File: src/hdl/tqfd_pkg.sv
`default_nettype none
// ----------------------------------------------------------------------------
// tqfd_pkg: shared types and constants for the timecode quarter-frame decoder
// Holds the command codes, the item and result layouts and the decoder state.
// ----------------------------------------------------------------------------
package tqfd_pkg;

  localparam logic [1:0] CMD_QUARTER = 2'd0;
  localparam logic [1:0] CMD_FULL    = 2'd1;
  localparam logic [1:0] CMD_RESTART = 2'd2;

  localparam logic [2:0] PIECE_LAST = 3'd7;

  localparam logic [1:0] GROUP_FRAMES  = 2'd0;
  localparam logic [1:0] GROUP_SECONDS = 2'd1;
  localparam logic [1:0] GROUP_MINUTES = 2'd2;
  localparam logic [1:0] GROUP_HOURS   = 2'd3;

  localparam logic signed [10:0] LOST_MAX = 11'sd1023;
  localparam logic signed [10:0] LOST_MIN = -11'sd1023;

  typedef struct packed {
    logic [1:0] cmd;
    logic [6:0] quarter_byte;
    logic [6:0] full_hour_byte;
    logic [6:0] full_minutes;
    logic [6:0] full_seconds;
    logic [6:0] full_frames;
  } tqfd_item_t;

  typedef struct packed {
    logic [4:0] hours;
    logic [5:0] minutes;
    logic [5:0] seconds;
    logic [4:0] frames;
    logic [1:0] rate_type;
    logic       from_full_frame;
    logic       first_sync;
  } tqfd_result_t;

  typedef struct packed {
    logic [2:0]         expected_piece;
    logic signed [10:0] lost_count;
    logic               synced_once;
    logic [4:0]         frame_acc;
    logic [5:0]         second_acc;
    logic [5:0]         minute_acc;
    logic [4:0]         hour_acc;
  } tqfd_state_t;

endpackage
`default_nettype wire

File: src/hdl/tqfd_in_if.sv
`default_nettype none
// ----------------------------------------------------------------------------
// tqfd_in_if: input channel of the timecode decoder
// Valid/ready channel that carries one MIDI timecode item.
// ----------------------------------------------------------------------------
interface tqfd_in_if;
  logic                valid;
  logic                ready;
  tqfd_pkg::tqfd_item_t item;

  modport source (output valid, output item, input ready);
  modport sink (input valid, input item, output ready);
endinterface
`default_nettype wire

File: src/hdl/tqfd_out_if.sv
`default_nettype none
// ----------------------------------------------------------------------------
// tqfd_out_if: result channel of the timecode decoder
// Valid/ready channel that carries one decoded timecode item.
// ----------------------------------------------------------------------------
interface tqfd_out_if;
  logic                  valid;
  logic                  ready;
  tqfd_pkg::tqfd_result_t item;

  modport source (output valid, output item, input ready);
  modport sink (input valid, input item, output ready);
endinterface
`default_nettype wire

File: src/hdl/tqfd_step.sv
`default_nettype none
// ----------------------------------------------------------------------------
// tqfd_step: next-state and result logic of the timecode decoder
// Merges one quarter-frame nibble, tracks lost pieces and forms the result.
// ----------------------------------------------------------------------------
module tqfd_step (
  input  tqfd_pkg::tqfd_state_t  state,
  input  tqfd_pkg::tqfd_item_t   item,
  output tqfd_pkg::tqfd_state_t  state_next,
  output logic                   emit,
  output tqfd_pkg::tqfd_result_t result
);
  import tqfd_pkg::*;

  logic [3:0]         nib;
  logic [2:0]         piece;
  logic               high;
  logic signed [3:0]  diff;
  logic signed [11:0] sum;
  logic signed [10:0] lost_sat;
  logic [4:0]         hour_new;
  logic               stamp_ok;

  always_comb begin
    nib   = item.quarter_byte[3:0];
    piece = item.quarter_byte[6:4];
    high  = piece[0];
    diff  = $signed({1'b0, piece}) - $signed({1'b0, state.expected_piece});
    sum   = $signed({state.lost_count[10], state.lost_count})
          + $signed({{8{diff[3]}}, diff});
    if (sum > $signed({LOST_MAX[10], LOST_MAX})) begin
      lost_sat = LOST_MAX;
    end else if (sum < $signed({LOST_MIN[10], LOST_MIN})) begin
      lost_sat = LOST_MIN;
    end else begin
      lost_sat = sum[10:0];
    end
    hour_new = high ? {nib[0], state.hour_acc[3:0]} : {state.hour_acc[4], nib};
    stamp_ok = (lost_sat == '0);

    state_next = state;
    emit       = 1'b0;
    result     = '0;

    case (item.cmd)
      CMD_QUARTER: begin
        state_next.expected_piece = piece + 3'd1;
        state_next.lost_count     = lost_sat;
        case (piece[2:1])
          GROUP_FRAMES: begin
            state_next.frame_acc = high ? {nib[0], state.frame_acc[3:0]}
                                        : {state.frame_acc[4], nib};
          end
          GROUP_SECONDS: begin
            state_next.second_acc = high ? {nib[1:0], state.second_acc[3:0]}
                                         : {state.second_acc[5:4], nib};
          end
          GROUP_MINUTES: begin
            state_next.minute_acc = high ? {nib[1:0], state.minute_acc[3:0]}
                                         : {state.minute_acc[5:4], nib};
          end
          GROUP_HOURS: begin
            state_next.hour_acc = hour_new;
          end
          default: begin
            state_next.hour_acc = hour_new;
          end
        endcase
        if (piece == PIECE_LAST) begin
          state_next.expected_piece = '0;
          state_next.lost_count     = '0;
          if (stamp_ok) begin
            emit                    = 1'b1;
            state_next.synced_once  = 1'b1;
            result.hours            = hour_new;
            result.minutes          = state.minute_acc;
            result.seconds          = state.second_acc;
            result.frames           = state.frame_acc;
            result.rate_type        = nib[2:1];
            result.from_full_frame  = 1'b0;
            result.first_sync       = !state.synced_once;
          end
        end
      end
      CMD_FULL: begin
        state_next.expected_piece = '0;
        state_next.lost_count     = '0;
        emit                      = 1'b1;
        result.hours              = item.full_hour_byte[4:0];
        result.minutes            = item.full_minutes[5:0];
        result.seconds            = item.full_seconds[5:0];
        result.frames             = item.full_frames[4:0];
        result.rate_type          = item.full_hour_byte[6:5];
        result.from_full_frame    = 1'b1;
        result.first_sync         = 1'b0;
      end
      CMD_RESTART: begin
        state_next.expected_piece = '0;
        state_next.lost_count     = '0;
        state_next.synced_once    = 1'b0;
      end
      default: begin
        state_next = state;
      end
    endcase
  end

endmodule
`default_nettype wire

File: src/hdl/timecode_quarter_frame_decoder_core.sv
`default_nettype none
// ----------------------------------------------------------------------------
// timecode_quarter_frame_decoder_core: MIDI timecode quarter-frame decoder
// Builds hours, minutes, seconds and frames from quarter-frame and full-frame
// messages and delivers one item for each completed valid timecode.
//
//   Channel | Role   | Item
//   msg     | sink   | command, quarter-frame byte, full-frame bytes
//   tc      | source | hours, minutes, seconds, frames, rate, flags
//
// One item is taken every cycle while the result channel is not stalled; a
// result passes the input register, the single decode stage and the result
// register. Reset clears the decoder state and both valid flags.
// A stalled result holds the decode stage, and the input register refills as
// soon as the stage moves on.
// ----------------------------------------------------------------------------
module timecode_quarter_frame_decoder_core (
  input  wire          clk,
  input  wire          rst,
  tqfd_in_if.sink      msg,
  tqfd_out_if.source   tc
);
  import tqfd_pkg::*;

  logic         held_valid;
  tqfd_item_t   held_item;
  tqfd_state_t  st;
  tqfd_state_t  st_next;
  logic         emit;
  tqfd_result_t res;
  logic         out_free;
  logic         step_en;

  assign out_free  = !tc.valid || tc.ready;
  assign step_en   = held_valid && out_free;
  assign msg.ready = !held_valid || out_free;

  tqfd_step u_step (
    .state      (st),
    .item       (held_item),
    .state_next (st_next),
    .emit       (emit),
    .result     (res)
  );

  always_ff @(posedge clk) begin
    if (rst) begin
      held_valid <= 1'b0;
    end else if (msg.valid && msg.ready) begin
      held_valid <= 1'b1;
    end else if (step_en) begin
      held_valid <= 1'b0;
    end
  end

  always_ff @(posedge clk) begin
    if (msg.valid && msg.ready) begin
      held_item <= msg.item;
    end
  end

  always_ff @(posedge clk) begin
    if (rst) begin
      st <= '0;
    end else if (step_en) begin
      st <= st_next;
    end
  end

  always_ff @(posedge clk) begin
    if (rst) begin
      tc.valid <= 1'b0;
    end else if (step_en && emit) begin
      tc.valid <= 1'b1;
    end else if (tc.ready) begin
      tc.valid <= 1'b0;
    end
  end

  always_ff @(posedge clk) begin
    if (step_en && emit) begin
      tc.item <= res;
    end
  end

  // The lost count never leaves its saturated range.
  a_lost_range: assert property (@(posedge clk) disable iff (rst)
    st.lost_count != {1'b1, 10'd0})
    else $error("lost count outside its saturated range");

  // A restart leaves the synced-once flag clear.
  a_restart: assert property (@(posedge clk) disable iff (rst)
    step_en && held_item.cmd == CMD_RESTART |=> !st.synced_once)
    else $error("restart did not clear the sync flag");

  // A first-sync result marks the decoder as synced.
  a_first_sync: assert property (@(posedge clk) disable iff (rst)
    step_en && emit && res.first_sync |=> st.synced_once)
    else $error("first sync not recorded");

  // Every emitted result is presented on the next cycle.
  a_emit: assert property (@(posedge clk) disable iff (rst)
    step_en && emit |=> tc.valid)
    else $error("emitted result not presented");

  // The decode stage never advances into a full result register.
  a_no_overrun: assert property (@(posedge clk) disable iff (rst)
    tc.valid && !tc.ready |-> !step_en)
    else $error("decode stage advanced over a stalled result");

endmodule
`default_nettype wire

File: src/flat_wrapper.sv
// flat-port wrapper written by rule: the top's interface ports become plain ports
module timecode_quarter_frame_decoder_core_flat import tqfd_pkg::*;
  (clk, rst, msg_valid, msg_item, msg_ready, tc_valid, tc_item, tc_ready);
  tqfd_in_if msg_i ();
  tqfd_out_if tc_i ();
  input  wire clk;
  input  wire rst;
  input wire logic [$bits(msg_i.valid)-1:0] msg_valid;
  input wire logic [$bits(msg_i.item)-1:0] msg_item;
  output wire logic [$bits(msg_i.ready)-1:0] msg_ready;
  output wire logic [$bits(tc_i.valid)-1:0] tc_valid;
  output wire logic [$bits(tc_i.item)-1:0] tc_item;
  input wire logic [$bits(tc_i.ready)-1:0] tc_ready;
  assign msg_i.valid = msg_valid;
  assign msg_i.item = msg_item;
  assign msg_ready = msg_i.ready;
  assign tc_valid = tc_i.valid;
  assign tc_item = tc_i.item;
  assign tc_i.ready = tc_ready;
  timecode_quarter_frame_decoder_core u_core (.clk(clk), .rst(rst), .msg(msg_i), .tc(tc_i));
endmodule
File: config.mk
export PLATFORM = sky130hd
export DESIGN_NAME = timecode_quarter_frame_decoder_core_flat
export DESIGN_NICKNAME = d
export VERILOG_FILES = /design/src/hdl/tqfd_pkg.sv /design/src/hdl/tqfd_in_if.sv /design/src/hdl/tqfd_out_if.sv /design/src/hdl/tqfd_step.sv /design/src/hdl/timecode_quarter_frame_decoder_core.sv /design/src/flat_wrapper.sv
export SDC_FILE = /design/constraint.sdc
export NUM_CORES = 1
export LEC_CHECK = 0
export ABC_AREA = 1
export BUFFER_PORTS_ARGS = -buffer_cell sky130_fd_sc_hd__buf_2
export CORE_MARGIN = 3
export CORE_UTILIZATION = 40
export CTS_CLUSTER_SIZE = 25
export DETAILED_ROUTE_END_ITERATION = 7
export PLACE_DENSITY = 0.66
export SYNTH_ARGS = -nofsm -noshare
export SYNTH_HDL_FRONTEND = slang
export SYNTH_HIERARCHICAL = 1
export SYNTH_SLANG_ARGS = --single-unit
File: constraint.sdc
create_clock -name clk -period 10.28 [get_ports clk]
set_input_delay 0.514 -clock clk [delete_from_list [all_inputs] [get_ports clk]]
set_output_delay 0.514 -clock clk [all_outputs]
set_load 0.05 [all_outputs]
# ---- After elaboration in Yosys (flattened, before gate mapping)
# Cells that the tools add are included.
# W data, S select, Z words.
dict set report op_classes {
  addsub 3
  n_lt_le_gt_ge 2
  eq_ne 8
  mux 17
  bitwise_logic 1
  n_reduce_logical 25
}
# cell n
set ops {}
lappend ops {{$mux W26} 2}
lappend ops {{$pmux W26 S2} 1}
lappend ops {{$pmux W14 S2} 1}
lappend ops {{$reduce_and A4 Y1} 7}
lappend ops {{$mux W11} 2}
lappend ops {{$mux W15} 1}
lappend ops {{$add A11 B4 Y12} 1}
lappend ops {{$gt A12 B11 Y1 const B} 1}
lappend ops {{$lt A12 B11 Y1 const B} 1}
lappend ops {{$logic_not A11 Y1} 1}
lappend ops {{$reduce_bool A2 Y1} 4}
lappend ops {{$mux W1} 7}
lappend ops {{$eq A2 B2 Y1 const B} 3}
lappend ops {{$mux W5} 1}
lappend ops {{$eq A2 B1 Y1 const B} 2}
lappend ops {{$logic_not A2 Y1} 2}
lappend ops {{$ne A2 B2 Y1 const B} 2}
lappend ops {{$pmux W1 S2} 2}
lappend ops {{$sub A3 B3 Y4} 1}
lappend ops {{$add A3 B1 Y3 const B} 1}
lappend ops {{$eq A3 B3 Y1 const B} 1}
lappend ops {{$logic_and A1 B1 Y1} 3}
lappend ops {{$logic_not A1 Y1} 3}
lappend ops {{$reduce_and A3 Y1} 1}
lappend ops {{other kinds (4)} 5}
dict set report totals {
  regBits 98
  in_bits 41
  output_inout_bits 28
  elab_cells 81
}

# ---- Longest topological paths before layout
# Gate-level depths: netlist of run 1.
dict set report depth {
  ltp_word 11
  mapped_depth 28
  depth_no_buf 27
}

# ---- Modules after synthesis
# The synthesis of run 1 kept the hierarchy.
# mod instances cells_each area_each_um2 seq_area_each_um2
set modules_own_cells {}
lappend modules_own_cells {timecode_quarter_frame_decoder_core 1 323 3684.8 2672.6}
lappend modules_own_cells {tqfd_step 1 403 1966.9 0.0}

# ---- Worst setup path after synthesis of run 1
# Ideal clock, no wire load.
dict set report synth_path {
  kind {register to register}
  from {register u_core/held_item[32] in the netlist's numbering}
  to {register, netlist name u_core/tc.item[0]}
  setup_ps 409
  arrival_ps 4478
  t_required_ps 9871
  slack_ps 5392
  stages_incl_launch_ff 26
  n_path_buf 1
  synth_period_minus_slack_ps 4888
  path_cell_list {edfxtp_1 -> clkbuf_1 -> inv_1 -> ha_1 -> nor2_1 -> a211oi_1 -> ha_1 -> nand2_1 -> inv_2 -> nand2_1 -> nand2_1 -> nand2_1 -> nand3_1 -> nand2_1 -> nand2_1 -> nor2_1 -> nand2_1 -> nand2_2 -> nand2_4 -> nand2_1 -> nand2_1 -> nor2_4 -> nand2_1 -> o21ai_0 -> inv_1 -> nor2_1}
}
dict set report synth_between {
  elab_chain_len 10
  elab_cells_between_ends 12
  cone_classes {add/sub: 2; order compare: 2; eq/ne: 1; mux: 5; reduce/logical: 2}
}
# element line
set synth_lines {}
lappend synth_lines {{start: declaration} timecode_quarter_frame_decoder_core.sv:26} ;# tqfd_item_t held_item;
lappend synth_lines {{start signal: assignment} timecode_quarter_frame_decoder_core.sv:58} ;# held_item <= msg.item;
lappend synth_lines {{$sub A3 B3 Y4} tqfd_step.sv:28} ;# diff = $signed({1'b0, piece}) - $signed({1'b0, state.expected_piece});
lappend synth_lines {{$add A11 B4 Y12} tqfd_step.sv:30} ;# + $signed({{8{diff[3]}}, diff});
lappend synth_lines {{$lt A12 B11 Y1} tqfd_step.sv:33} ;# end else if (sum < $signed({LOST_MIN[10], LOST_MIN})) begin
lappend synth_lines {{$mux W11} tqfd_step.sv:33}
lappend synth_lines {{$mux W11} tqfd_step.sv:31} ;# if (sum > $signed({LOST_MAX[10], LOST_MAX})) begin
lappend synth_lines {{$logic_not A11 Y1} tqfd_step.sv:39} ;# stamp_ok = (lost_sat == '0);
lappend synth_lines {{$mux W1} tqfd_step.sv:72} ;# if (stamp_ok) begin
lappend synth_lines {{$mux W1 *} tqfd_step.sv:69} ;# if (piece == PIECE_LAST) begin
lappend synth_lines {{$pmux W1 S2 *} tqfd_step.sv:45} ;# case (item.cmd)
lappend synth_lines {{via u_core.emit} timecode_quarter_frame_decoder_core.sv:29} ;# logic emit;
lappend synth_lines {{$logic_and A1 B1 Y1 *} timecode_quarter_frame_decoder_core.sv:81} ;# if (step_en && emit) begin
# Mark *: on every way through the listed nets, which the timed path passes. The rest lies on a longest branch.
# A chain may end at the register's enable or synchronous reset.

# ---- Worst setup path after layout of run 1
dict set report layout_path {
  from {register u_core/held_item[32] in the netlist's numbering}
  to {register, netlist name u_core/tc.item[20]}
}
dict set report layout_between {
  elab_chain_len 10
  elab_cells_between_ends 12
  cone_classes {add/sub: 2; order compare: 2; eq/ne: 1; mux: 5; reduce/logical: 2}
}
# element line
set layout_lines {}
lappend layout_lines {{$sub A3 B3 Y4} tqfd_step.sv:28}
lappend layout_lines {{$add A11 B4 Y12} tqfd_step.sv:30}
lappend layout_lines {{$lt A12 B11 Y1} tqfd_step.sv:33}
lappend layout_lines {{$mux W11} tqfd_step.sv:33}
lappend layout_lines {{$mux W11} tqfd_step.sv:31}
lappend layout_lines {{$logic_not A11 Y1} tqfd_step.sv:39}
lappend layout_lines {{$mux W1} tqfd_step.sv:72}
lappend layout_lines {{$mux W1 *} tqfd_step.sv:69}
lappend layout_lines {{$pmux W1 S2 *} tqfd_step.sv:45}
lappend layout_lines {{via u_core.emit} timecode_quarter_frame_decoder_core.sv:29}
lappend layout_lines {{$logic_and A1 B1 Y1 *} timecode_quarter_frame_decoder_core.sv:81}
# Marks and branches as above.

==> flow_summary.toml, run 1 <==
[pwr]
p_leak_nw = 2.72
vdd_drop_max_mv = 0.0905
p_per_area_mw_per_mm2 = 151

[floorplan]
core_area_mm2 = 0.0134
die_height_um = 124
rows = 42
dieArea_mm2 = 0.0153
dieWidth_um = 124
design.portCount = 69
initial_utilization_pct = 41.3

[finish]
fillers = 1379
drive_gt1_share_pct = 12.6
nets = 831
area_growth_pct = 11.3
diodes = 0

[grt]
grt_start_max_net_pins = 77
gr-total-overflow = 0
grt_pass1_vias = 4252
antenna_found_initial = 0
grt_pass1_wl_um = 20000
grtUsageTotal_pct = 16.3

[timing]
max_slew_margin_pct = 16.3
rsz0062_at_grt = "false"
drv_slew = 0
fin_ws_ns = 4.89
fmax_mhz = 185
setup_viol = 0
tns_ns = 0
period_minus_slack_ns = 5.39
finalCritPeriodShare_pct = 52.4
fin_skew_ns = 0.00536
final_hold_viol_count = 0
worstMarginPinSlew_ns = 1.25

[clock_network]
ctsLongestPathBuffers = 2
cts_sinks = 98
numCtsBuffers = 9
cts.clk_slew.worst_paths_ns = 0.06
cts-hold-fix-buffers = 0
clockRootBuffer = "clkbuf_16"
insertion_delay_ns = 0.34
post_cts_resized = 0
h-tree-depth = 3
cts_tree = "done"
postCtsSetupBuffers = 0

[critical_path]
crit_arrival_ns = 5.39
worstSetupPathType = "flop to flop"
endpoint_kind = "flop"
cp-start-kind = "flop"
cp.required_ns = 10.28
path_max_fanout = 26

[placed_design]
preCtsSetupSlack_ns = 4.95
dp_hpwl_um = 8080
place_congestion = 0.817
port_buffers = 64

[synthesis]
synthesis.instances = 722
synth_nets = 782
yosys_warnings = 6
netlist_area_mm2 = 0.00553
syn_area_per_cell_um2 = 7.66

[drt]
firstDrtPassIters = 5
wirelength_um = 11800
wl_per_cell_um = 12.4
vias_per_cell = 4.91
num_vias = 4674
drc = 0
drt_first_iter_violations = 317
drtAntennaViolNets = 0

[outcome]
status = "finished clean"

[hold_path]
hp-class = "primary input to flop"

[job]
cap_violations = 0
## final cells by class
cell class / instances / area [µm²] / share of cell area (%)
sequential: 98 / 2550 / 41.5
multi-input combinational: 493 / 2380 / 38.7
timing repair buffer: 71 / 373 / 6.06
inverter: 98 / 368 / 5.97
clock buffer: 14 / 244 / 3.96
tap: 176 / 220 / 3.58
clock inverter: 2 / 15.0 / 0.244
## where the power goes
part           switching [mW]  internal, mW  leakage, nW
sequential             0.0126         0.437        0.869
clock                   0.133         0.164        0.117
combinational           0.121        0.0624         1.73
total                   0.266         0.664         2.72
## critical path, cell delays in order, from the launching register on
cell	delay, ns
edfxtp_1	0.54
inv_1	0.24
ha_1	0.20
nor2_1	0.05
a211oi_1	0.96
ha_1	0.46
nand2_1	0.15
inv_2	0.04
nand2_1	0.10
nand2_1	0.07
nand2_1	0.09
nand3_1	0.09
nand2_1	0.07
nand2_1	0.08
nor2_1	0.15
nand2_1	0.09
nand2_2	0.09
nand2_4	0.09
nand2_1	0.08
nand2_1	0.09
nor2_4	0.50
nand2_1	0.17
o21ai_0	0.11
inv_1	0.08
nor2_2	0.10
buf_4	0.34
## path summary, 6_finish.rpt
path | endpoint | startpoint | cells after the start | slack [ns]
worst max-delay path | u_core/tc.item[20] | u_core/held_item[32] | 25 | 4.89
worst min-delay path | u_core/held_valid | rst | 2 | 0.33
worst max register to register | u_core/tc.item[20] | u_core/held_item[32] | 25 | 4.89
worst min register to register | u_core/st[19] | u_core/st[19] | 2 | 0.48
## registers in the layout (all words and copies together) (netlist names)
register,flops
u_core/held_item,33
u_core/held_valid,1
u_core/st,37
u_core/tc.item,26
u_core/tc.valid,1
## placed cells by master, fill, tap and decap left out, types with 2 or more instances in the layout
cell,instances
fa_1,2
o22ai_1,8
buf_4,7
nand3_1,93
buf_2,64
clkinvlp_4,2
nor2_4,3
inv_2,2
a21oi_1,47
nand4_1,4
o21bai_1,2
dfxtp_1,38
mux2i_1,3
o21ai_0,31
inv_1,96
nand2_1,174
clkbuf_16,9
ha_1,17
a21boi_1,2
edfxtp_1,59
nand2_2,2
clkbuf_1,5
nor2_2,3
nor2_1,92
## metal layers
metal  global-route usage, %  vias to the layer above  part of all wire, %  wire (µm)
met5                       0                        -                    0          0
met4                    4.01                        0                 0.79         93
met3                    3.00                        8                  6.0        707
met2                    26.1                      120                   46       5480
met1                    22.9                     2106                   47       5530
li1                        -                     2440                    -          -
## stage by stage
step / hold slack (ns) / cells / cell area, µm² / utilization, % / power, mW
3_3_place_gp: 0.459 / 936 / 5900 / 44.0 / 0.639
6_report: 0.334 / 952 / 6160 / 45.9 / 0.930
3_5_place_dp: 0.468 / 936 / 5900 / 44.0 / 0.640
5_1_grt: 0.325 / 952 / 6160 / 45.9 / 0.986
4_1_cts: 0.321 / 952 / 6160 / 45.9 / 0.940
2_1_floorplan: 0.452 / 722 / 5530 / - / 0.603
(Power assumes the default switching activity.)
==> inputs of run 2 (changes only) <==
- clock period: 10.28 -> 5.35 ns (I/O delays scaled with it)
==> run 2 against run 1 <==
Cell count increased by 0.32%. Total power increased by 100%. Highest routed layer unchanged. Critical path type unchanged. Critical path depth is 3 lower. Die area stayed put.
==> flow_summary.toml, run 2 (synthesis results as in run 1) <==
[clock_network]
clockRootBuffer = "clkbuf_16"
cts_sinks = 98
insertion_delay_ns = 0.34
ctsLongestPathBuffers = 2
h-tree-depth = 3
cts_tree = "done"
cts.clk_slew.worst_paths_ns = 0.06
cts-hold-fix-buffers = 0
numCtsBuffers = 9
post_cts_resized = 0
postCtsSetupBuffers = 0

[finish]
largestRegisters = "u_core/st (37), u_core/held_item (33), u_core/tc.item (26)"
largest_register = "u_core/st"
fin_cells = 955
area_growth_pct = 12.4
drive_gt1_share_pct = 13.4
final_cell_mix = "174 x nand2_1, 96 x inv_1, 93 x nand3_1"
layout_commonest_cell = "nand2_1"
fillers = 1357
largest_reg_flops = 37
nets = 834
diodes = 0

[drt]
num_vias = 4703
wirelength_um = 11800
route.met2.wl_um = 5340
met3_length_um = 586
drc = 0
vias_per_cell = 4.92
firstDrtPassIters = 5
drt_first_iter_violations = 324
wl_per_cell_um = 12.4
top_layer_used = "met4"
drtAntennaViolNets = 0
wl_met1_um = 5780

[placed_design]
dp_hpwl_um = 8290
preCtsSetupSlack_ns = 1.07
port_buffers = 64
place_congestion = 0.848
dp_cells = 939

[floorplan]
dieWidth_um = 124
design.portCount = 69
die_height_um = 124
dieArea_mm2 = 0.0153
rows = 42
core_area_mm2 = 0.0134
initial_utilization_pct = 41.3

[critical_path]
path_common_cell = "nand2_1"
cp_slowest_stage_delay_ns = 0.52
cp.required_ns = 5.36
regToRegStartpoint = "u_core/held_item[32]"
reg2reg_slack_ns = 1.08
cpMaxStageDelayCell = "edfxtp_1"
critPathLaunch = "u_core/held_item[32]"
worstSetupPathType = "flop to flop"
path_max_fanout = 26
endpoint_kind = "flop"
rr_worst_depth = 22
crit_arrival_ns = 4.27
reg2reg_to = "u_core/tc.item[12]"
cp-start-kind = "flop"
worstSetupEndpoint = "u_core/tc.item[12]"
crit_chain = "inv_1 -> ha_1 -> inv_1 -> fa_1 -> fa_1 -> or2_2 -> nor2_1 -> nand3_1 -> nor2_1 -> nand3_1 -> nor2_1 -> nand2_1 -> nand2_2 -> nand2_4 -> nand2_1 -> nand2_1 -> nor2_4 -> nand2_1 -> o21ai_0 -> inv_1 -> nor2_2 -> buf_4"

[timing]
tns_ns = 0
fmax_mhz = 234
finalCritPeriodShare_pct = 79.8
max_slew_margin_pct = 50.7
timing.hold.ws_ns = 0.0855
fin_ws_ns = 1.08
drv_slew = 0
worstMarginPinSlew_ns = 0.739
rsz0062_at_grt = "false"
period_minus_slack_ns = 4.27
final_hold_viol_count = 0
fin_skew_ns = 0.00772
setup_viol = 0

[grt]
grt_pass1_wl_um = 19800
grt_pass1_vias = 4231
grt_start_max_net_pins = 77
antenna_found_initial = 0
gr-total-overflow = 0
grtUsageTotal_pct = 16.2

[pwr]
p_leak_nw = 2.76
switchingPower_mw = 0.528
clockPowerShare_pct = 34.5
p_comb_share_pct = 19.0
swShare_pct = 28.3
vdd_drop_max_mv = 0.194
internal_power_mw = 1.34
p_total_mw = 1.87
p_seq_share_pct = 46.5
p_per_area_mw_per_mm2 = 300

[outcome]
status = "finished clean"

[job]
cap_violations = 0

[hold_path]
hp-class = "primary input to flop"
[run 2: routing by layer]
layer | GRT usage (%) | vias up
met2 | 25.4 | 100
met1 | 23.1 | 2133
li1 | - | 2459
met5 | 0 | -
met3 | 2.91 | 11
met4 | 3.94 | 0
[run 2: power by group through the flow]
stage	Clock [mW]	Sequential [mW]	Combinational, mW
floorplan	0	0.888	0.269
global route	0.693	0.872	0.406
finish	0.643	0.868	0.356
CTS	0.660	0.867	0.355
detailed placement	0	0.884	0.352
global placement	0	0.883	0.348
[run 2: per-stage QoR]
step / util (%) / area, µm²
finish: 46.4 / 6220
global route: 46.4 / 6220
CTS: 46.4 / 6220
detailed placement: 44.2 / 5920
global placement: 44.2 / 5920
floorplan: - / 5530
[run 2: cell type report]
class                      instances  area [µm²]  area share [%]
clock inverter                     4        51.3           0.825
tap                              176         220            3.54
inverter                          98         368            5.92
multi-input combinational        493        2380            38.3
timing repair buffer              74         395            6.36
sequential                        98        2550            41.1
clock buffer                      12         246            3.96
[run 2: worst max-delay path, delay by kind of cell, from the launching register on]
family | cells | cell delay, ns
compound gates | 1 | 0.08
buf+inv | 4 | 0.66
flops | 1 | 0.52
simple gates | 14 | 1.45
fa+ha+maj | 3 | 1.19
[run 2: how the worst min path moves through the flow]
| stage | depth (start not counted) | slack, ns | from | to |
|---|---|---|---|---|
| 2_1_floorplan | 1 | 0.34 | rst | u_core/held_valid |
| 3_3_place_gp | 2 | 0.44 | rst | u_core/held_valid |
| 3_5_place_dp | 2 | 0.44 | rst | u_core/held_valid |
| 4_1_cts | 2 | 0.07 | rst | u_core/held_valid |
| 5_1_grt | 1 | 0.08 | msg_item[14] | u_core/held_item[14] |
| 6_report | 2 | 0.09 | rst | u_core/held_valid |
==> inputs of run 3 (changes only) <==
- clock period: 5.35 -> 4.2 ns (I/O delays scaled with it)
==> run 3 against run 2 <==
Via count grew 1.3%. Die area is the same. Utilization grew 1.9 points. Maximum frequency grew 8.4%. Wire length grew 5.8%. Clock skew shrank 0.0012 ns. Flip-flop and latch count is the same. Global-route usage grew 0.089 points. Hold slack lost 0.062 ns. Sequential share of layout area shrank 1.6 points. Largest cell class unchanged.
==> flow_summary.toml, run 3 (synthesis results as in run 1) <==
[critical_path]
endpoint_kind = "flop"
worstSetupPathType = "flop to flop"
cp-start-kind = "flop"
path_max_fanout = 6
crit_arrival_ns = 4.00
cp.required_ns = 4.26

[grt]
gr-total-overflow = 0
grt_start_max_net_pins = 46
antenna_found_initial = 0
grtUsageTotal_pct = 16.3
grt_pass1_vias = 4155
grt_pass1_wl_um = 19800

[timing]
setup_viol = 0
max_slew_margin_pct = 46.4
final_hold_viol_count = 0
drv_slew = 0
worstMarginPinSlew_ns = 0.801
period_minus_slack_ns = 3.94
fin_skew_ns = 0.00651
finalCritPeriodShare_pct = 93.7
tns_ns = 0
fmax_mhz = 254
timing.hold.ws_ns = 0.0235

[clock_network]
ctsLongestPathBuffers = 2
numCtsBuffers = 9
h-tree-depth = 3
cts_sinks = 98
clockRootBuffer = "clkbuf_16"
cts-hold-fix-buffers = 0
cts.clk_slew.worst_paths_ns = 0.07
cts_tree = "done"
insertion_delay_ns = 0.34

[placed_design]
place_congestion = 0.860
dp_hpwl_um = 8520
port_buffers = 64
placed_cell_area_mm2 = 0.00597

[drt]
drt_first_iter_violations = 331
wirelength_um = 12500
drtAntennaViolNets = 0
vias_per_cell = 4.92
num_vias = 4764
drc = 0
wl_per_cell_um = 12.9
firstDrtPassIters = 5

[hold_path]
hp-class = "primary input to flop"

[finish]
fillers = 1327
nets = 848
layout_commonest_cell = "nand2_1"
drive_gt1_share_pct = 16.4
design_area_mm2 = 0.00647
final_cell_mix = "170 x nand2_1, 95 x inv_1, 93 x nand3_1"
diodes = 0
area_growth_pct = 17.1
post-route-util_pct = 48.3
largest_reg_flops = 37
largestRegisters = "u_core/st (37), u_core/held_item (33), u_core/tc.item (26)"
largest_register = "u_core/st"

[pwr]
vdd_drop_max_mv = 0.222
p_per_area_mw_per_mm2 = 383
p_leak_nw = 2.86
p_total_mw = 2.48

[floorplan]
rows = 42
dieArea_mm2 = 0.0153
dieWidth_um = 124
die_height_um = 124
design.portCount = 69
initial_utilization_pct = 41.3
core_area_mm2 = 0.0134

[outcome]
status = "finished clean"

[job]
cap_violations = 0
==> run 3: worst max-delay path, cell delays in order (launching register included) <==
cell,delay (ns)
edfxtp_1,0.44
ha_4,0.34
nand2_1,0.06
nor2_1,0.19
a211oi_4,0.09
buf_4,0.17
ha_1,0.37
nand2_1,0.10
nor2_1,0.14
nand3_1,0.11
nand3_1,0.13
nand2_1,0.09
a21oi_1,0.25
nand3_1,0.12
nor2_1,0.14
nand2_2,0.07
nor2_4,0.11
nand2_2,0.06
o21ai_0,0.07
inv_1,0.10
nor2_4,0.28
clkbuf_16,0.22
==> run 3: final cells by class <==
type	count	area [µm²]	share of cell area, %
Sequential cell	98	2550	39.4
Clock buffer	9	225	3.48
Clock inverter	7	91.3	1.41
Multi-Input combinational cell	493	2460	38.1
Tap cell	176	220	3.40
Inverter	98	368	5.68
Timing Repair Buffer	88	552	8.52
==> run 3: where the power goes <==
group	switching [mW]	total, mW	internal [mW]
clock network	0.352	0.874	0.522
logic	0.319	0.505	0.186
registers	0.0328	1.10	1.07
==> run 3: through the flow <==
stage / cells / setup slack (ns)
finish: 969 / 0.264
global route: 969 / -0.0617
CTS: 958 / 0.108
detailed placement: 942 / 0.142
global placement: 942 / 0.193
floorplan: 722 / 0.00128
==> run 3: path summary, 6_finish.rpt <==
path / from / endpoint / slack (ns) / cells past startpoint
min: rst / u_core/held_valid / 0.02 / 2
min reg2reg: u_core/st[17] / u_core/st[17] / 0.48 / 2
max: u_core/held_item[34] / u_core/tc.item[17] / 0.26 / 21
max reg2reg: u_core/held_item[34] / u_core/tc.item[17] / 0.26 / 21
==> run 3: repair_timing <==
item	in CTS	in global routing
resized for setup	0	15
endpoints found under the setup margin	0	44
hold endpoints to repair	0	0
buffers inserted	0	8
==> run 3: routing by layer <==
layer / routed length (µm) / share of wire (%) / vias up / GRT usage (%)
met5: 0 / 0 / - / 0
met1: 5920 / 47 / 2168 / 22.6
met4: 161 / 1.3 / 0 / 4.15
met3: 633 / 5.1 / 16 / 3.00
met2: 5820 / 46 / 112 / 26.2
li1: - / - / 2468 / -
